## src/p1305_pkg.sv

```systemverilog
package p1305_pkg;

    localparam int BLOCK_BYTES = 16;
    localparam int MSG_W       = 8 * BLOCK_BYTES + 1;
    localparam int ACC_W       = 130;
    localparam int LIMB_W      = 26;
    localparam int LIMBS       = 5;
    localparam int MUL_STEPS   = LIMBS;
    localparam int FOLD_PASSES = 2;
    localparam int POLY_C      = 5;

    // prime 2^130 - 5
    localparam logic [ACC_W-1:0] P_MOD = {ACC_W{1'b1}} - ACC_W'(POLY_C - 1);

    localparam logic [127:0] CLAMP_MASK = 128'h0ffffffc0ffffffc0ffffffc0fffffff;

    localparam int QUEUE_DEPTH_DEF = 4;

    typedef struct packed {
        logic             absorb;
        logic             last;
        logic [MSG_W-1:0] msg;
    } item_t;

    typedef enum logic [2:0] {
        BK_IDLE,
        BK_MUL,
        BK_FOLD,
        BK_SUM,
        BK_FINAL,
        BK_TAG
    } bk_state_t;

    typedef enum logic [1:0] {
        REG_KEY_R_LOW,
        REG_KEY_R_HIGH,
        REG_KEY_S_LOW,
        REG_KEY_S_HIGH
    } reg_idx_t;

endpackage

```

## src/p1305_fifo.sv

```systemverilog
module p1305_fifo #(
    parameter int DEPTH = p1305_pkg::QUEUE_DEPTH_DEF
) (
    input  logic                clk,
    input  logic                rst_n,
    input  logic                push_valid,
    input  p1305_pkg::item_t    push_item,
    output logic                push_ready,
    output logic                pop_valid,
    output p1305_pkg::item_t    pop_item,
    input  logic                pop_ready
);

    localparam int AW = (DEPTH > 1) ? $clog2(DEPTH) : 1;
    localparam int CW = $clog2(DEPTH + 1);

    p1305_pkg::item_t   mem [DEPTH];
    logic [AW-1:0]      wr_ptr_reg;
    logic [AW-1:0]      wr_ptr_next;
    logic [AW-1:0]      rd_ptr_reg;
    logic [AW-1:0]      rd_ptr_next;
    logic [CW-1:0]      count_reg;
    logic [CW-1:0]      count_next;
    logic               push;
    logic               pop;

    assign push_ready = (count_reg != CW'(DEPTH));
    assign pop_valid  = (count_reg != '0);
    assign push       = push_valid && push_ready;
    assign pop        = pop_valid && pop_ready;
    assign pop_item   = mem[rd_ptr_reg];

    always_comb
    begin
        wr_ptr_next = wr_ptr_reg;
        rd_ptr_next = rd_ptr_reg;
        count_next  = count_reg;
        if (push)
        begin
            wr_ptr_next = (wr_ptr_reg == AW'(DEPTH - 1)) ? '0 : wr_ptr_reg + 1'b1;
        end
        if (pop)
        begin
            rd_ptr_next = (rd_ptr_reg == AW'(DEPTH - 1)) ? '0 : rd_ptr_reg + 1'b1;
        end
        if (push && !pop)
        begin
            count_next = count_reg + 1'b1;
        end
        else if (pop && !push)
        begin
            count_next = count_reg - 1'b1;
        end
    end

    always_ff @(posedge clk or negedge rst_n)
    begin
        if (!rst_n)
        begin
            wr_ptr_reg <= '0;
            rd_ptr_reg <= '0;
            count_reg  <= '0;
        end
        else
        begin
            wr_ptr_reg <= wr_ptr_next;
            rd_ptr_reg <= rd_ptr_next;
            count_reg  <= count_next;
        end
    end

    always_ff @(posedge clk)
    begin
        if (push)
        begin
            mem[wr_ptr_reg] <= push_item;
        end
    end

endmodule

```

## config.mk

```make
export PLATFORM = sky130hd
export DESIGN_NAME = p1305_fifo
export DESIGN_NICKNAME = d
export VERILOG_FILES = /design/src/p1305_pkg.sv /design/src/p1305_fifo.sv
export SDC_FILE = /design/constraint.sdc
export NUM_CORES = 1
export LEC_CHECK = 0
export BUFFER_PORTS_ARGS = -buffer_cell sky130_fd_sc_hd__buf_2
export CAP_MARGIN = 10
export CORE_MARGIN = 10
export CORE_UTILIZATION = 57
export DETAILED_ROUTE_END_ITERATION = 8
export PLACE_DENSITY = 0.78
export SLEW_MARGIN = 20
export SYNTH_ARGS = -nofsm -noshare
export SYNTH_HDL_FRONTEND = slang
export SYNTH_SLANG_ARGS = --single-unit
```

## constraint.sdc

```tcl
create_clock -name clk -period 5.03 [get_ports clk]
set_input_delay 1.006 -clock clk [delete_from_list [all_inputs] [get_ports clk]]
set_output_delay 1.006 -clock clk [all_outputs]
set_load 0.005 [all_outputs]
```

After elaboration in Yosys (flattened, before gate mapping)
Memories as Yosys holds them, arrays and structs flattened.
Cells that the tools add are included.
- add/subtract/negate cells: 4
- equality and inequality tests: 3
- muxes and demuxes: 6
- reductions and logical operators: 8
- operator list (kind ; number):
    2-to-1 mux 3 bit ; 2
    adder 2 x 1 -> 2 bit, second input constant ; 2
    equality test 2 bit, second input constant ; 2
    logical AND 1 bit ; 4
    2-to-1 mux 2 bit ; 2
    adder 3 x 1 -> 3 bit, second input constant ; 1
    != test 3 bit, second input constant ; 1
    nonzero test 3 bit ; 1
    subtractor 3 x 1 -> 3 bit, second input constant ; 1
    logical NOT 1 bit ; 2
    2-to-1 mux 1 bit ; 2
    nonzero test 2 bit ; 1
- register bits after elaboration: 7
- RAM bits: 524
- input bits: 135
- output and inout port bits: 133
- word-level logic and storage cells: 25
- memories kept: 1
- memories (name ; words ; width ; rd ports ; clocked after memory_dff ; wr ports ; line ; source):
    mem ; 4 ; 131 ; 1 ; 0 ; 1 ; p1305_fifo.sv:17 ; p1305_pkg::item_t mem [DEPTH];

Logic depth before layout (Yosys ltp)
Gate-level depths: netlist of the first run.
- depth in word-level cells: 6
- mapped depth: 8
- depth with buffers taken out: 8

Least setup slack after synthesis of the first run
Ideal clock, no wire load.
- kind: input port to flip-flop
- start point: in push_valid
- end point: mem mem[1][0] (netlist name), enable pin
- setup time: 506 ps
- arrival time: 4412 ps
- data required time: 4524 ps
- setup slack: 112 ps
- stages on the path: 2
- buffers on the path: 0
- cells stage by stage: a21boi_1 and2_1
- longest elaborated chain between the ends: 3
- ends and longest elaborated chain (item ; line ; source):
    from (decl) ; p1305_fifo.sv:6 ; input logic push_valid,
    logical AND 1 bit ; p1305_fifo.sv:29 ; assign push = push_valid && push_ready;
    2-to-1 mux 1 bit ; p1305_fifo.sv:74 ; if (push)
    2-to-1 mux 1 bit (implied by the code) ; p1305_fifo.sv:76 ; mem[wr_ptr_reg] <= push_item;
    to (decl) ; p1305_fifo.sv:17 ;
Every way passes these cells.

==> results of run 1 <==
==> Yosys cell counts, drive strengths merged <==
| master | n | area, um2 |
|---|---|---|
| a21boi | 1 | 7.51 |
| and2 | 4 | 25.0 |
| buf | 26 | 189 |
| clkbuf | 4 | 15.0 |
| dfrtp | 7 | 175 |
| edfxtp | 524 | 15700 |
| fa | 1 | 20.0 |
| ha | 6 | 75.1 |
| inv | 3 | 11.3 |
| mux2 | 5 | 56.3 |
| mux4 | 131 | 2950 |
| nand2 | 2 | 7.51 |
| nor2 | 4 | 15.0 |
| or3 | 1 | 6.26 |
| xnor2 | 1 | 8.76 |
| xor2 | 2 | 17.5 |
==> layout by cell type, fill, tap and decap left out <==
cell type	n
mux2_2	5
buf_4	10
diode_2	3
fa_1	1
clkbuf_8	2
mux4_2	131
clkinv_1	14
ha_1	6
and2_4	4
bufinv_16	6
buf_2	267
nand2_1	2
inv_1	3
clkbuf_16	53
inv_6	2
a21boi_1	1
xor2_1	2
edfxtp_1	524
buf_12	8
nor2_1	4
clkinv_2	7
clkbuf_1	8
clkinvlp_4	3
dfrtp_4	2
xnor2_1	1
or3_1	1
dfrtp_1	5
==> worst max-delay path: stages (launching register included) <==
cell     delay (ns)
dfrtp_4        0.99
buf_4          0.43
mux4_2         0.56
buf_2          0.14
==> power by group through the flow <==
stage | logic (mW) | clock network [mW] | registers (mW)
detailed placement | 3.73 | 0 | 6.24
floorplan | 2.30 | 0 | 6.16
finish | 3.68 | 3.82 | 6.17
global route | 3.99 | 4.04 | 6.25
global placement | 3.69 | 0 | 6.18
CTS | 3.78 | 3.89 | 6.19
==> logic make-up (layout without fill, tap and decap cells) <==
group | count (synthesis) | count (layout) | synth area share [%]
flip-flops | 531 | 531 | 82.4
multiplexers | 136 | 136 | 15.6
buffers and inverters | 33 | 383 | 1.11
AND/OR/NAND/NOR | 11 | 11 | 0.279
adder cells (fa/ha/maj) | 7 | 7 | 0.492
XOR/XNOR | 3 | 3 | 0.136
AO/OA/AOI/OAI | 1 | 1 | 0.0389
other | 0 | 3 | 0
==> layout make-up <==
type / instances / area share (%)
clock inverters: 32 / 1.34
flip-flops and latches: 531 / 69.3
diodes: 3 / 0.0327
inverters: 3 / 0.0490
clock buffers: 63 / 6.03
well taps: 448 / 2.44
multi-input cells: 158 / 13.9
repair buffers: 285 / 6.84
==> worst paths after layout <==
| kind | end | slack, ns | cells past startpoint |
|---|---|---|---|
| worst min register to register | count_reg[2]$_DFFE_PN0P_ | 0.53 | 1 |
| worst max-delay path | pop_item[106] | 1.30 | 3 |
| min in group clk | count_reg[2]$_DFFE_PN0P_ | 0.53 | 1 |
| max in group asynchronous | rd_ptr_reg[1]$_DFFE_PN0P_ | 4.59 | 1 |
| worst min-delay path | rd_ptr_reg[0]$_DFFE_PN0P_ | 0.26 | 1 |
| worst max register to register | mem[1][35]$_DFFE_PP_ | 2.49 | 4 |
==> through the flow <==
| step | instance area, um2 | worst slack, ns | instances | util, % |
|---|---|---|---|---|
| 6_report | 23000 | 1.30 | 1523 | 68.6 |
| 5_1_grt | 23000 | 1.07 | 1521 | 68.6 |
| 4_1_cts | 23000 | 1.14 | 1520 | 68.6 |
| 3_5_place_dp | 21300 | 1.79 | 1425 | 63.6 |
| 3_3_place_gp | 21300 | 1.80 | 1425 | 63.6 |
| 2_1_floorplan | 19300 | 0.112 | 722 | - |
==> per-layer routing <==
metal / track usage [%] / vias up / share of wire [%]
li1: - / 3755 / -
met1: 25.3 / 4618 / 38
met2: 30.7 / 405 / 49
met3: 7.05 / 75 / 10
met4: 6.06 / 12 / 2.3
met5: 0 / - / 0.20
==> results.yml, run 1 <==
sta:
  final_period_minus_worst_setup_slack_ns: 3.73
  setup_repair_after_global_routing_missed_its_margin: "false"
  totalNegativeSetupSlack_ns: 0
  post-route-period-util_pct: 74.2
  fin_hold_ws_ns: 0.259
  timing_worst_slew_pin_value_ns: 0.877
  timing.final.hold_violations: 0
  fmax_ghz: 0.268
  fin_skew_ns: 0.0128
  timing.final.max_slew_violations: 0
  finalSetupViolCount: 0
  max_slew_margin_pct: 41.5
place:
  place.detailed.hpwl_um: 24200
  buffer_ports.inserted: 267
  gp_congestion: 0.714
detailed_routing:
  ant_nets: 0
  routed_length_per_placed_instance_um: 26.5
  route.vias.total: 8865
  route.final.wire_length_um: 40400
  drt-pass1-iter-count: 4
  drc_errors: 0
  via_per_inst: 5.82
  first_iter_violations: 665
power:
  total_leakage_power_nw: 7.82
  power_mw: 13.7
  ir_drop_mv: 0.443
  pwr_dens_nw_per_um2: 595
  cellInternalPower_mw: 9.89
  netSwitchingFraction_pct: 27.6
  clock_power_share_pct: 27.9
  total_switching_power_mw: 3.77
  power.sequential.fraction_pct: 45.1
  share_comb_of_total_power_pct: 26.9
synth:
  postSynthAreaPerCell_um2: 26.8
  synth.yosys.warnings: 0
  synth.yosys.seq_area_share_pct: 82.4
  synth.cell_area_um2: 19300
  synth_fp_nets: 864
  syn-instance-count: 722
  synth_cell_types: 18
  postSynthRegisterBits: 531
die:
  boundaryPins: 268
  core_area_um2: 33400
  std_cell_rows: 67
  die_x_um: 204
  dieHeight_um: 204
  fp.dieArea_um2: 41600
  starting_density_of_the_core_pct: 57.7
layout:
  finish.net_count: 1172
  syn2layout_area_growth_pct: 18.9
  share_of_final_layout_standard_cells_stronger_than_drive_strength_1_pct: 46.6
  regArea_um2: 15900
  largest_reg_flops: 524
  multi_input_comb_area_um2: 3200
  n_fill_cell: 1963
clock_network:
  number_of_h_tree_branching_levels: 2
  cts_tree: "yes"
  cts_repair_resize_count: 0
  clk_path_buf_depth: 3
  clockRootBuffer: "clkbuf_16"
  cts_buffers: 51
  ctsHoldBuffers: 0
  clock-sinks: 531
  postCtsSetupRepairBufs: 0
  clk_pin_slew_worst_paths_ns: 0.06
  clock_insertion_delay_worst_skew_ns: 0.57
global_route:
  largest_net_degree_at_the_start_of_global_routing: 80
  grt_first_pass_wirelength_um: 60900
  grt_use_total_pct: 19.6
  first_global_vias: 9422
  grt_antenna_before_repair: 9
  overflow_after_grt: 0
critical_path:
  critical_path.startpoint_type: "register"
  timing.setup.critical_path_class: "reg2out"
  timing.critical_path.required_ns: 4.02
  setup.worst_path.start: "rd_ptr_reg[0]$_DFFE_PN0P_"
  crit-reg2reg-launch: "count_reg[0]$_DFFE_PN0P_"
  endpoint_kind: "output pin"
  cp_data_arrival_time_ns: 2.73
  worst-path-max-fanout: 42
run_status:
  outcome: "complete, no violations"
min_path:
  worst_hold_path_type: "in2async"
flow_run:
  maxCapViolCount: 0
Note: power is estimated with default switching activity, not from simulation.
==> inputs of run 2 (changes only) <==
==> constraint.sdc (replaced) <==
create_clock -name clk -period 3.9 [get_ports clk]
set_input_delay 0.78 -clock clk [delete_from_list [all_inputs] [get_ports clk]]
set_output_delay 0.78 -clock clk [all_outputs]
set_load 0.005 [all_outputs]
==> results.yml, run 2 (synthesis results as in run 1) <==
power:
  pwr_dens_nw_per_um2: 765
  ir_drop_mv: 0.785
  power_mw: 17.6
  total_leakage_power_nw: 7.80
clock_network:
  ctsHoldBuffers: 0
  clk_path_buf_depth: 3
  clockRootBuffer: "clkbuf_16"
  cts_repair_resize_count: 0
  number_of_h_tree_branching_levels: 2
  clk_pin_slew_worst_paths_ns: 0.06
  clock-sinks: 531
  clock_insertion_delay_worst_skew_ns: 0.56
  postCtsSetupRepairBufs: 0
  cts_tree: "yes"
  cts_buffers: 51
detailed_routing:
  first_iter_violations: 673
  route.final.wire_length_um: 39200
  route.top_layer_used: "met5"
  drt-pass1-iter-count: 5
  via_per_inst: 5.68
  dr_wl_met2_um: 20300
  dr_wl_met3_um: 3400
  routed_length_per_placed_instance_um: 25.8
  drc_errors: 0
  route.vias.total: 8645
  routedLengthMet1_um: 14700
  ant_nets: 0
layout:
  n_fill_cell: 1970
  final_cell_mix: "524 x edfxtp_1, 267 x buf_2, 131 x mux4_2, 51 x clkbuf_16, 16 x clkbuf_1"
  regArea_um2: 15900
  syn2layout_area_growth_pct: 18.9
  multi_input_comb_area_um2: 3200
  largest_reg_flops: 524
  final_common_cell: "edfxtp_1"
  finish.net_count: 1168
  share_of_final_layout_standard_cells_stronger_than_drive_strength_1_pct: 46.2
run_status:
  outcome: "complete, no violations"
sta:
  timing.final.max_slew_violations: 0
  fmax_ghz: 0.319
  final_period_minus_worst_setup_slack_ns: 3.13
  timing.final.hold_violations: 0
  post-route-period-util_pct: 80.3
  fin_skew_ns: 0.0215
  finalSetupViolCount: 0
  setup_repair_after_global_routing_missed_its_margin: "false"
  max_slew_margin_pct: 59.0
  totalNegativeSetupSlack_ns: 0
  timing_worst_slew_pin_value_ns: 0.616
global_route:
  grt_use_total_pct: 18.8
  grt_antenna_before_repair: 11
  overflow_after_grt: 0
  first_global_vias: 9314
  grt_first_pass_wirelength_um: 58900
  largest_net_degree_at_the_start_of_global_routing: 97
place:
  place.detailed.hpwl_um: 24000
  gp_congestion: 0.705
  buffer_ports.inserted: 267
min_path:
  worst_hold_path_type: "in2async"
critical_path:
  worst_stage_delay_on_the_critical_path_ns: 0.64
  crit_path_top_delay_cell: "mux4_2"
  endpoint_kind: "output pin"
  timing.setup.critical_path_class: "reg2out"
  critical_path.startpoint_type: "register"
  worst-path-max-fanout: 69
  worstPathCellList: "buf_12, mux4_2, buf_2"
  cp_data_arrival_time_ns: 2.35
  number_of_buffer_and_inverter_stages_on_the_critical_path: 2
  timing.critical_path.required_ns: 3.12
  critPathTopFamily: "multiplexers"
die:
  dieHeight_um: 204
  std_cell_rows: 67
  boundaryPins: 268
  core_area_um2: 33400
  starting_density_of_the_core_pct: 57.7
  fp.dieArea_um2: 41600
  die_x_um: 204
flow_run:
  maxCapViolCount: 0
-- run 2: cell types whose count changed in the layout (fill, tap and decap cells not counted), sizes merged --
cell | before | now
buf | 285 | 281
clkinv | 21 | 11
clkinvlp | 3 | 2
diode | 3 | 9
inv | 5 | 4
clkbuf | 63 | 69
bufinv | 6 | 8
-- run 2: final cells by class --
class / count / share of cell area (%)
clock buffers: 69 / 5.94
inverters: 3 / 0.0490
multi-input cells: 158 / 13.9
diodes: 9 / 0.0981
flip-flops and latches: 531 / 69.3
well taps: 448 / 2.44
clock inverters: 22 / 1.37
repair buffers: 281 / 6.87
-- run 2: final timing paths --
check                      slack (ns)                        end                      start  cells past startpoint
max                              0.77               pop_item[64]  rd_ptr_reg[0]$_DFFE_PN0P_                      3
min                              0.05  rd_ptr_reg[0]$_DFFE_PN0P_                      rst_n                      1
max reg2reg                      1.61       mem[2][56]$_DFFE_PP_   count_reg[0]$_DFFE_PN0P_                      4
min reg2reg                      0.52   count_reg[2]$_DFFE_PN0P_   count_reg[2]$_DFFE_PN0P_                      1
max in group asynchronous        3.65  rd_ptr_reg[1]$_DFFE_PN0P_                      rst_n                      1
min in group clk                 0.43        mem[3][3]$_DFFE_PP_               push_item[3]                      1
-- run 2: where the power goes --
part | internal [mW] | total (mW) | switching [mW] | leakage (nW)
clock | 2.97 | 4.92 | 1.95 | 0.809
sequential | 7.54 | 7.87 | 0.340 | 4.88
combinational | 2.30 | 4.78 | 2.48 | 2.11
-- run 2: through the flow --
step                      setup slack, ns  hold slack [ns]  std cells  utilization, %  cell area, um2
after global placement               1.28            0.495       1421            63.6           21300
after global routing                0.643           0.0402       1517            68.6           23000
after floorplan                     0.649            0.475        722               -           19300
final                               0.770           0.0504       1521            68.7           23000
after detailed placement             1.24            0.500       1421            63.6           21300
after CTS                           0.736           0.0334       1512            68.6           22900
-- run 2: metal layers --
metal / up-vias / GRT usage [%]
met5: - / 0
met3: 66 / 6.64
met4: 10 / 5.34
li1: 3748 / -
met1: 4521 / 23.2
met2: 300 / 31.1
-- run 2: worst register-to-register path, stage by stage, from the launching register on --
cell      delay, ns
dfrtp_1        0.43
nor2_1         0.08
a21boi_1       0.46
and2_4         0.37
buf_12         0.49
