===== src/p1305_pkg.sv =====
package p1305_pkg;

    localparam int BLOCK_BYTES = 16;
    localparam int MSG_W       = 8 * BLOCK_BYTES + 1;
    localparam int ACC_W       = 130;
    localparam int LIMB_W      = 26;
    localparam int LIMBS       = 5;
    localparam int MUL_STEPS   = LIMBS;
    localparam int FOLD_PASSES = 2;
    localparam int POLY_C      = 5;

    // prime 2^130 - 5
    localparam logic [ACC_W-1:0] P_MOD = {ACC_W{1'b1}} - ACC_W'(POLY_C - 1);

    localparam logic [127:0] CLAMP_MASK = 128'h0ffffffc0ffffffc0ffffffc0fffffff;

    localparam int QUEUE_DEPTH_DEF = 4;

    typedef struct packed {
        logic             absorb;
        logic             last;
        logic [MSG_W-1:0] msg;
    } item_t;

    typedef enum logic [2:0] {
        BK_IDLE,
        BK_MUL,
        BK_FOLD,
        BK_SUM,
        BK_FINAL,
        BK_TAG
    } bk_state_t;

    typedef enum logic [1:0] {
        REG_KEY_R_LOW,
        REG_KEY_R_HIGH,
        REG_KEY_S_LOW,
        REG_KEY_S_HIGH
    } reg_idx_t;

endpackage


===== src/p1305_front.sv =====
module p1305_front (
    input  logic                clk,
    input  logic                rst_n,
    input  logic                in_valid,
    output logic                in_ready,
    input  logic [63:0]         block_low,
    input  logic [63:0]         block_high,
    input  logic [4:0]          block_len,
    input  logic                last_block,
    output logic                push_valid,
    output p1305_pkg::item_t    push_item,
    input  logic                push_ready
);

    logic               st_valid_reg;
    logic               st_valid_next;
    p1305_pkg::item_t   st_item_reg;
    p1305_pkg::item_t   st_item_next;
    p1305_pkg::item_t   cls_item;
    logic [4:0]         len;
    logic [127:0]       data;
    logic               in_fire;

    assign in_ready   = !st_valid_reg || push_ready;
    assign in_fire    = in_valid && in_ready;
    assign push_valid = st_valid_reg;
    assign push_item  = st_item_reg;

    assign len  = (block_len > 5'(p1305_pkg::BLOCK_BYTES)) ?
                  5'(p1305_pkg::BLOCK_BYTES) : block_len;
    assign data = {block_high, block_low};

    // keep the valid bytes and set the pad bit right after the last one
    always_comb
    begin
        cls_item.msg = '0;
        for (int k = 0; k < p1305_pkg::BLOCK_BYTES; k++)
        begin
            if (5'(k) < len)
            begin
                cls_item.msg[8*k +: 8] = data[8*k +: 8];
            end
            if (5'(k) == len)
            begin
                cls_item.msg[8*k] = 1'b1;
            end
        end
        if (len == 5'(p1305_pkg::BLOCK_BYTES))
        begin
            cls_item.msg[p1305_pkg::MSG_W-1] = 1'b1;
        end
        cls_item.absorb = (len != 5'd0);
        cls_item.last   = last_block;
    end

    always_comb
    begin
        st_valid_next = st_valid_reg;
        st_item_next  = st_item_reg;
        if (st_valid_reg && push_ready)
        begin
            st_valid_next = 1'b0;
        end
        if (in_fire)
        begin
            st_valid_next = 1'b1;
            st_item_next  = cls_item;
        end
    end

    always_ff @(posedge clk or negedge rst_n)
    begin
        if (!rst_n)
        begin
            st_valid_reg <= 1'b0;
        end
        else
        begin
            st_valid_reg <= st_valid_next;
        end
    end

    always_ff @(posedge clk)
    begin
        st_item_reg <= st_item_next;
    end

endmodule


===== config.mk =====
export PLATFORM = sky130hd
export DESIGN_NAME = p1305_front
export DESIGN_NICKNAME = d
export VERILOG_FILES = /design/src/p1305_pkg.sv /design/src/p1305_front.sv
export SDC_FILE = /design/constraint.sdc
export NUM_CORES = 1
export LEC_CHECK = 0
export BUFFER_PORTS_ARGS = -buffer_cell sky130_fd_sc_hd__buf_2
export CORE_UTILIZATION = 35
export DETAILED_ROUTE_END_ITERATION = 16
export MAX_ROUTING_LAYER = met4
export PLACE_DENSITY = 0.76
export SYNTH_ARGS = -nofsm -noshare
export SYNTH_HDL_FRONTEND = slang
export SYNTH_SLANG_ARGS = --single-unit

===== constraint.sdc =====
create_clock -name clk -period 4.91 [get_ports clk]
set_clock_uncertainty 0.1 [all_clocks]
set_input_delay 0.491 -clock clk [delete_from_list [all_inputs] [get_ports clk]]
set_output_delay 0.491 -clock clk [all_outputs]
set_load 0.01 [all_outputs]

After elaboration in Yosys (flattened, before gate mapping)
Cells that the tools add are included.
Storage, ports and cells
  register bits after elaboration: 132
  latch bits: 0
  memory bits (writable): 0
  memory bits (read-only): 0
  input bits: 138
  output and inout port bits: 133
  logic and storage cells: 96
  memories kept: 0
Cells by class
  $add $sub $neg: 0
  multiply operators: 0
  div/mod/pow operators: 0
  order comparisons: 17
  eq/ne operators: 16
  shifts and indexed selects: 0
  multiplexer cells: 20
  bitwise logic cells: 0
  reduce and logical (&&, ||, !) cells: 7
Operator list (number)
  $eq A4 B5 Y1 const A: 8
  $lt A4 B5 Y1 const A: 8
  $eq A3 B5 Y1 const A: 4
  $lt A3 B5 Y1 const A: 4
  $mux W1: 19
  $eq A2 B5 Y1 const A: 2
  $lt A1 B5 Y1 const A: 2
  $lt A2 B5 Y1 const A: 2
  $eq A1 B5 Y1 const A: 1
  $eq A5 B5 Y1 const B: 1
  $gt A5 B5 Y1 const B: 1
  $logic_not A5 Y1: 1
  $mux W5: 1
  $reduce_bool A5 Y1: 1
  $logic_and A1 B1 Y1: 2
  $reduce_bool A2 Y1: 1
  $logic_not A1 Y1: 1
  $logic_or A1 B1 Y1: 1

Depth between registers and ports, before layout
Gate-level depths: netlist of the first run.
  word-level depth: 4
  mapped depth: 5
  mapped depth without buffers: 3

Least setup slack after synthesis of the first run
No wires, ideal clock.
  path type: input -> register
  from: in push_ready
  to: reg st_item_reg (netlist bit push_item[0]), enable pin
  library setup time: 0.506 ns
  arrival time: 3.719 ns
  data required time: 4.304 ns
  path slack: 0.585 ns
  cell stages on the path: 2
  buffers on the path: 0
  path through: nand2b_1 -> and2_1
On the way
  cells in the longest elaborated chain, start to end: 2
Ends and longest elaborated chain
  from (decl): line p1305_front.sv:12  | input logic push_ready
  $logic_or A1 B1 Y1: line p1305_front.sv:24  | assign in_ready = !st_valid_reg || push_ready;
  $logic_and A1 B1 Y1: line p1305_front.sv:25  | assign in_fire = in_valid && in_ready;
  net in_fire: line p1305_front.sv:22  | logic in_fire;
  to (signal assigned): line p1305_front.sv:85  | st_item_reg <= st_item_next;
  to (decl): line p1305_front.sv:17  | p1305_pkg::item_t st_item_reg;
The timed path passes the listed nets, and every way through them passes these cells.
A chain may end at the register's enable or synchronous reset.

Final worst setup path of the first run
  from: reg st_valid_reg (netlist: push_valid)
  to: reg st_item_reg (netlist bit push_item[107]), enable pin
On the way
  cells in the longest elaborated chain, start to end: 3
Ends and longest elaborated chain
  from (decl): line p1305_front.sv:15  | logic st_valid_reg;
  from (signal assigned): line p1305_front.sv:79  | st_valid_reg <= st_valid_next;
  $logic_not A1 Y1: line p1305_front.sv:24
  $logic_or A1 B1 Y1: line p1305_front.sv:24
  $logic_and A1 B1 Y1: line p1305_front.sv:25
  net in_fire: line p1305_front.sv:22
The timed path passes the listed nets, and every way through them passes these cells.

==> metrics.csv, run 1 <==
metric,value,unit
status,finished clean,
crit path max fanout,48,
drc violations,0,
CTS Buf Count,17,
Setup Buffers After CTS,0,
vias in the first global route,3565,
first-pass GRT wire length,18100,um
largest net degree at the start of global routing,49,
CP Data Required Time,4850,ps
Slowest cell on crit path,buf_4,
PD cells,381,mW/mm^2
crit-path cells,"nand2b_1, and2_4, buf_4",
fin nets,744,
CP top delay family,simple AND/OR/NAND/NOR gates,
setup tns final,0,ps
H-tree levels,4,
mapped cell area,0.00516,sq mm
Max Freq,0.460,GHz
CTS tree,built,
GRT Util Overall,0.170,
initial antenna violation count,2,
top_reg_cell synth,edfxtp_1,
Slowest Stage Delay on Critical Path,590,ps
Final Wtd Congestion,0.735,
Die W,123,um
std cell rows,44,
clock slew at reported path FFs,50,ps
Worst Tran Pin Value,811,ps
RSZ-0062 raised after global routing,false,
Yosys cell types,34,
Avg WL per Cell,15.8,um
Root Buffer,clkbuf_16,
cts hold-fix bufs,1,
register area,0.00396,sq mm
Synth warnings,0,
Critical Path AT,2110,ps
Setup-failing EPs final,0,
Async SR Flop Fraction,0.00758,
max_slew headroom,0.457,
average size of a mapped cell,15.8,sq um
footprint of the multi-input gates,0.00114,sq mm
Die Ht,123,um
Clock Sink Count,132,
Seq cells post-synth,132,
Final Power,2760,uW
Setup Crit Path Kind,reg -> reg,
syn nets,464,
dpl hpwl,9420,um
Filler Cell Count,1316,
Worst setup EP type,flop,
vias per cell,4.47,
grt total ovfl,0,
Final Hold Fails,0,
Synth Instances,326,
"Area growth, synth to finish",40.2,%
clk buf depth,2,
DR vias,3596,
"commonest non-fill, non-tap cell in the layout",buf_2,
Boundary Pins,271,
DRT iter0 DRCs,138,
Tcrit/Tclk final,0.442,
Initial Util,0.357,
Port Buf Inserts,270,
die area,0.0152,sq mm
time the worst path needs with I/O delays and setup,2170,ps
Post-synth EDFFs,131,
core area,0.0145,sq mm
Leak,0.00306,uW
worst hold path type,in -> reg,
drt first pass iters,5,
Peak VDD IR,195,uV
Final ANT Viol Nets,0,
final number of max-transition violations,0,
share of cells above drive strength 1,0.512,
final WL,12700,um
"commonest non-fill, non-tap cells in the layout","buf_2 (270), edfxtp_1 (131), nor2b_1 (69), and2_1 (36), clkbuf_16 (17)",
Resize count post-CTS,0,
"Seq/Total Area, Yosys",0.766,
Startpoint Class,flop,
Max Cap Viol,0,
CP Buf/Inv Count,1,
Clock Latency Late Sink,400,ps
## cell usage after synthesis (2+ instances only)
cell / instances / area share
nor2_1: 12 / 0.0087
buf_4: 2 / 0.0029
nor3_1: 3 / 0.0029
a22o_1: 3 / 0.0051
edfxtp_1: 131 / 0.76
o31ai_1: 4 / 0.0058
o21ai_0: 4 / 0.0039
and2_1: 37 / 0.045
a21oi_1: 7 / 0.0068
nand2b_1: 4 / 0.0048
a21o_1: 2 / 0.0029
a21oi_2: 3 / 0.0051
nor2b_2: 7 / 0.012
nor2b_1: 69 / 0.084
buf_2: 6 / 0.0058
clkbuf_1: 3 / 0.0022
nand2_1: 11 / 0.0080
or2_2: 2 / 0.0024
## layer usage
layer | track usage | part of all wire | vias to the layer above
li1 | - | - | 1727
met1 | 0.185 | 0.39 | 1701
met2 | 0.296 | 0.53 | 154
met3 | 0.0470 | 0.068 | 14
met4 | 0.0625 | 0.015 | 0
met5 | - | 0 | -
## final cells by class
type	count	area share
antenna	2	0.000691
clock buffer	21	0.0608
clock inverter	11	0.0121
inverter	1	0.000518
multi-input combinational	181	0.157
sequential	132	0.547
tap	184	0.0318
timing repair buffer	273	0.190
## worst paths after layout
check,startpoint,endpoint,slack (ps),depth (start not counted)
max in group asynchronous,rst_n,push_valid,4330,2
min in group asynchronous,rst_n,push_valid,300,2
max,push_valid,push_item[107],2740,3
min,last_block,push_item[129],170,1
max reg2reg,push_valid,push_item[107],2740,3
min reg2reg,push_valid,push_valid,460,2
## flip-flops by register name, summed over array words and instances (netlist names)
name,flops
push_valid,1
push_item,131
## report_power, final
part	switching, uW	internal, uW	total, uW
sequential	17.3	1330	1340
combinational	154	122	276
clock	447	688	1140
## cells by family after synthesis
family / count (synthesis) / share of synthesized area
DFF: 132 / 0.766
buffers and inverters: 13 / 0.0138
muxes: 1 / 0.00218
AOI/OAI and AO/OA: 28 / 0.0397
and+or+nand+nor: 152 / 0.178
## metrics by stage
stage	hold WS [ps]	cells	instance area, sq um	utilization	setup WS, ps
after floorplan	95.4	326	5160	-	585
after global placement	172	770	6700	0.462	2600
after detailed placement	172	770	6700	0.462	2510
after CTS	148	803	7230	0.500	2720
after global routing	151	805	7240	0.500	2600
final	171	805	7240	0.500	2740
## worst reg2reg max path: stages, from the launching register on
cell and delay [ps]:
dfrtp_1 380, nand2b_1 110, and2_4 580, buf_4 620
Note: power is estimated with default switching activity, not from simulation.
==> inputs of run 2 (changes only) <==
- ABC_AREA: not set -> 1
- PLACE_DENSITY: 0.76 -> 0.78
- clock period: 4.91 -> 1.85 ns (I/O delays scaled with it)
==> metrics.csv, run 2 <==
metric,value,unit
status,finished clean,
"Seq/Total Area, Yosys",0.751,
final cell count without fillers,1062,
Clock Latency Late Sink,410,ps
Filler Cell Count,1124,
Final Wtd Congestion,0.765,
CP Buf/Inv Count,2,
grt total ovfl,0,
"Core Util, Final",0.605,
Synth Instances,450,
cts hold-fix bufs,121,
Max Cap Viol,0,
share of cells above drive strength 1,0.376,
Startpoint Class,flop,
clk buf depth,2,
Place WS,216,ps
top post-synthesis cells by area,"edfxtp_1 (75%), inv_1 (9.0%), nor2_1 (7.4%)",
register area,0.00396,sq mm
fin area,0.00883,sq mm
drt first pass iters,4,
Setup Buffers After CTS,0,
Critical Path AT,1520,ps
Slowest Stage Delay on Critical Path,430,ps
largest net degree at the start of global routing,34,
max_slew headroom,0.781,
Yosys cell types,20,
footprint of the multi-input gates,807,sq um
crit-path cells,"a21oi_4, buf_12, buf_12",
syn nets,588,
fin nets,1002,
dpl cells,908,
Setup-failing EPs final,0,
Tcrit/Tclk final,0.822,
average size of a mapped cell,11.7,sq um
post-layout worst setup margin,329,ps
dpl hpwl,10200,um
GR Layer Usage met1,0.213,
PD cells,960,mW/mm^2
leading area contributor after synthesis,edfxtp_1,
vias in the first global route,4907,
top-count cell post-synth,edfxtp_1,
final WL,15500,um
Max Freq,0.657,GHz
CP top delay family,buffers and inverters,
top_reg_cell synth,edfxtp_1,
final number of max-transition violations,0,
Setup Crit Path Kind,reg -> reg,
Yosys top cell area share,0.747,
Clock Sink Count,132,
drc violations,0,
worst hold path type,in -> reg,
Die Ht,125,um
initial antenna violation count,1,
Post-synth EDFFs,131,
Port Buf Inserts,270,
Final ANT Viol Nets,0,
DRT iter0 DRCs,171,
Initial Util,0.361,
H-tree levels,4,
Worst setup EP type,flop,
Leak,0.00436,uW
Worst Tran Pin Value,328,ps
Synth warnings,0,
die area,0.0155,sq mm
CTS tree,built,
CTS Buf Count,17,
"Area growth, synth to finish",67.6,%
routing usage on met3,0.0601,
mapped cell area,0.00527,sq mm
"commonest non-fill, non-tap cells in the layout","buf_2 (270), edfxtp_1 (131), inv_1 (127), dlygate4sd3_1 (121), nor2_1 (104)",
Root Buffer,clkbuf_16,
DR vias,4531,
met2 usage,0.378,
time the worst path needs with I/O delays and setup,1520,ps
Seq cells post-synth,132,
Slowest cell on crit path,dfrtp_2,
vias per cell,4.27,
crit path max fanout,33,
hold_ws,6.91,ps
Boundary Pins,271,
core area,0.0146,sq mm
Post-synth top cells,"edfxtp_1 (131), inv_1 (127), nor2_1 (104), nand2_1 (47), nand3_1 (6)",
Die W,125,um
clock slew at reported path FFs,60,ps
first-pass GRT wire length,24100,um
Avg WL per Cell,14.6,um
Resize count post-CTS,0,
Most common cell on crit path,buf_12,
Async SR Flop Fraction,0.00758,
max FFs per register,131,
GRT Util Overall,0.210,
Final Hold Fails,0,
"commonest non-fill, non-tap cell in the layout",buf_2,
std cell rows,44,
RSZ-0062 raised after global routing,false,
placed cell areas,0.00693,sq mm
Peak VDD IR,838,uV
grt peak-use layer,met2,
CP Data Required Time,1850,ps
==> run 2: layer usage <==
metal,wire length [um],vias to the layer above,part of all wire
met5,0,-,0
met3,1100,34,0.071
met2,8290,199,0.54
met1,5660,2078,0.37
met4,438,0,0.028
li1,-,2220,-
==> run 2: where the power goes <==
part           leakage [uW]  switching, uW  internal (uW)  total (uW)
sequential          0.00128           45.1           3530        3570
combinational       0.00275            524            489        1010
clock              0.000326           1240           2650        3890
==> run 2: stage by stage <==
step	power [uW]	TNS, ps
global route	8790	0
global placement	4410	0
floorplan	4010	-169940
detailed placement	4440	0
finish	8480	0
CTS	8540	0
==> run 2: worst paths after layout <==
| kind | from | end | slack [ps] | cells past startpoint |
|---|---|---|---|---|
| min | block_low[53] | push_item[53] | 7 | 3 |
| min in group asynchronous | rst_n | push_valid | 500 | 3 |
| max in group asynchronous | rst_n | push_valid | 1040 | 3 |
| min reg2reg | push_valid | push_item[3] | 740 | 2 |
| max | push_valid | push_item[107] | 330 | 3 |
| max reg2reg | push_valid | push_item[107] | 330 | 3 |
==> run 2: tightest hold or removal path: stages <==
cell	delay, ps
buf_2	70
inv_1	30
nor2_1	110
==> run 2: area by class of cell <==
class | instances | share of cell area
clock inverter | 15 | 0.0293
timing repair buffer | 398 | 0.300
tap | 184 | 0.0261
clock buffer | 17 | 0.0482
sequential | 132 | 0.449
antenna | 1 | 0.000283
inverter | 131 | 0.0557
multi-input combinational | 184 | 0.0914
==> run 2: kinds of logic after synthesis <==
logic type	after synthesis	synth area share
flip-flops	132	0.751
AND/OR/NAND/NOR	176	0.143
AO/OA/AOI/OAI	8	0.00807
buffers and inverters	134	0.0976
==> inputs of run 3 (changes only) <==
- PLACE_DENSITY: 0.78 -> 0.75
- clock period: 1.85 -> 1.5 ns (I/O delays scaled with it)
==> metrics.csv, run 3 (synthesis gave the netlist of run 2 again) <==
metric,value,unit
status,finished clean,
Sequential Power Share,0.461,
Worst Tran Pin Value,368,ps
CTS tree,built,
clk buf depth,2,
Clock Power Share,0.403,
time the worst path needs with I/O delays and setup,1440,ps
worst setup path end,push_item[15],
Max Freq,0.694,GHz
core area,0.0146,sq mm
Clock Sink Count,132,
Worst setup EP type,flop,
fin area,0.00888,sq mm
Critical Path AT,1410,ps
Startpoint Class,flop,
Gate power share,0.135,
reg2reg end,push_item[15],
drc violations,0,
CTS Buf Count,17,
GRT Util Overall,0.209,
share of cells above drive strength 1,0.375,
grt total ovfl,0,
post-layout worst setup margin,59.3,ps
Boundary Pins,271,
switching pwr,2160,uW
max FFs per register,131,
worst hold path type,in -> reg,
vias in the first global route,5056,
CP Launch Point,push_valid,
die area,0.0155,sq mm
reg2reg setup slack,60,ps
crit path max fanout,29,
final WL,15500,um
Peak VDD IR,825,uV
first-pass GRT wire length,24100,um
Setup-failing EPs final,0,
Final Wtd Congestion,0.795,
vias per cell,4.30,
Die Ht,125,um
Final Power,9550,uW
std cell rows,44,
"commonest non-fill, non-tap cell in the layout",buf_2,
Die W,125,um
H-tree levels,4,
"Core Util, Final",0.608,
Clock Latency Late Sink,410,ps
path depth of the worst reg2reg path,2,
Final Hold Fails,0,
Initial Util,0.361,
Place WS,45.4,ps
placed cell areas,0.00700,sq mm
largest net degree at the start of global routing,33,
CP Data Required Time,1470,ps
Leak,0.00439,uW
"commonest non-fill, non-tap cells in the layout","buf_2 (270), dlygate4sd3_1 (132), edfxtp_1 (131), inv_1 (127), nor2_1 (104)",
Root Buffer,clkbuf_16,
final number of max-transition violations,0,
reg-to-reg startpoint,push_valid,
initial antenna violation count,0,
Tcrit/Tclk final,0.960,
Avg WL per Cell,14.4,um
P_int,7390,uW
Port Buf Inserts,270,
PD cells,1080,mW/mm^2
"Area growth, synth to finish",68.5,%
clock slew at reported path FFs,50,ps
max_slew headroom,0.754,
DRT iter0 DRCs,159,
drt first pass iters,7,
DR vias,4647,
Switching Fraction,0.226,
RSZ-0062 raised after global routing,false,
Setup Crit Path Kind,reg -> reg,
Max Cap Viol,0,
Final ANT Viol Nets,0,
fin nets,1021,
dpl hpwl,10200,um
setup tns final,0,ps
Setup Buffers After CTS,0,
## run 3: cell types whose count changed in the layout (fill, tap and decap cells not counted), sizes merged
cell	previous run	this run
buf	277	285
bufinv	7	2
clkbuf	17	19
clkinv	5	9
dlygate4sd3	121	132
inv	132	131
## run 3: layout make-up
cell class / count / area, sq um
diodes: 1 / 2.50
clock buffers: 19 / 433
clock inverters: 13 / 116
fillers: 1127 / 5710
inverters: 131 / 492
multi-input cells: 184 / 807
flip-flops and latches: 132 / 3960
well taps: 184 / 230
repair buffers: 417 / 2840
## run 3: power groups by stage
stage	sequential, uW	combinational, uW	clock (uW)
floorplan	4620	325	0
global placement	4470	984	0
detailed placement	4480	1010	0
CTS	4410	1270	3920
global route	4430	1400	4050
finish	4410	1290	3850
## run 3: layer usage
metal | vias to the layer above | part of all wire | track usage
li1 | 2255 | - | -
met1 | 2139 | 0.37 | 0.203
met2 | 220 | 0.53 | 0.375
met3 | 33 | 0.075 | 0.0649
met4 | 0 | 0.028 | 0.0950
met5 | - | 0 | -
## run 3: worst min path at each step
stage / from / endpoint / slack [ps] / depth (start not counted)
2_1_floorplan: rst_n / push_valid / -250 / 0
3_3_place_gp: rst_n / push_valid / -170 / 1
3_5_place_dp: rst_n / push_valid / -170 / 1
4_1_cts: block_len[0] / push_item[40] / 50 / 3
5_1_grt: block_len[0] / push_item[40] / 70 / 3
6_report: block_high[0] / push_item[64] / 60 / 3
## run 3: through the flow
| stage | cells | hold slack (ps) |
|---|---|---|
| floorplan | 450 | -246 |
| global placement | 916 | -171 |
| detailed placement | 916 | -168 |
| CTS | 1080 | 52.1 |
| global route | 1080 | 69.1 |
| finish | 1081 | 55.1 |
## run 3: what timing repair did
| action | in CTS | in global routing |
|---|---|---|
| endpoints found under the hold margin | 130 | 0 |
| gates resized for setup | 0 | 0 |
| hold buffers | 132 | 0 |
## run 3: worst max-delay path, cell delays in order (launching register included)
cell and delay [ps]:
dfrtp_2 430, a21oi_4 190, buf_4 370
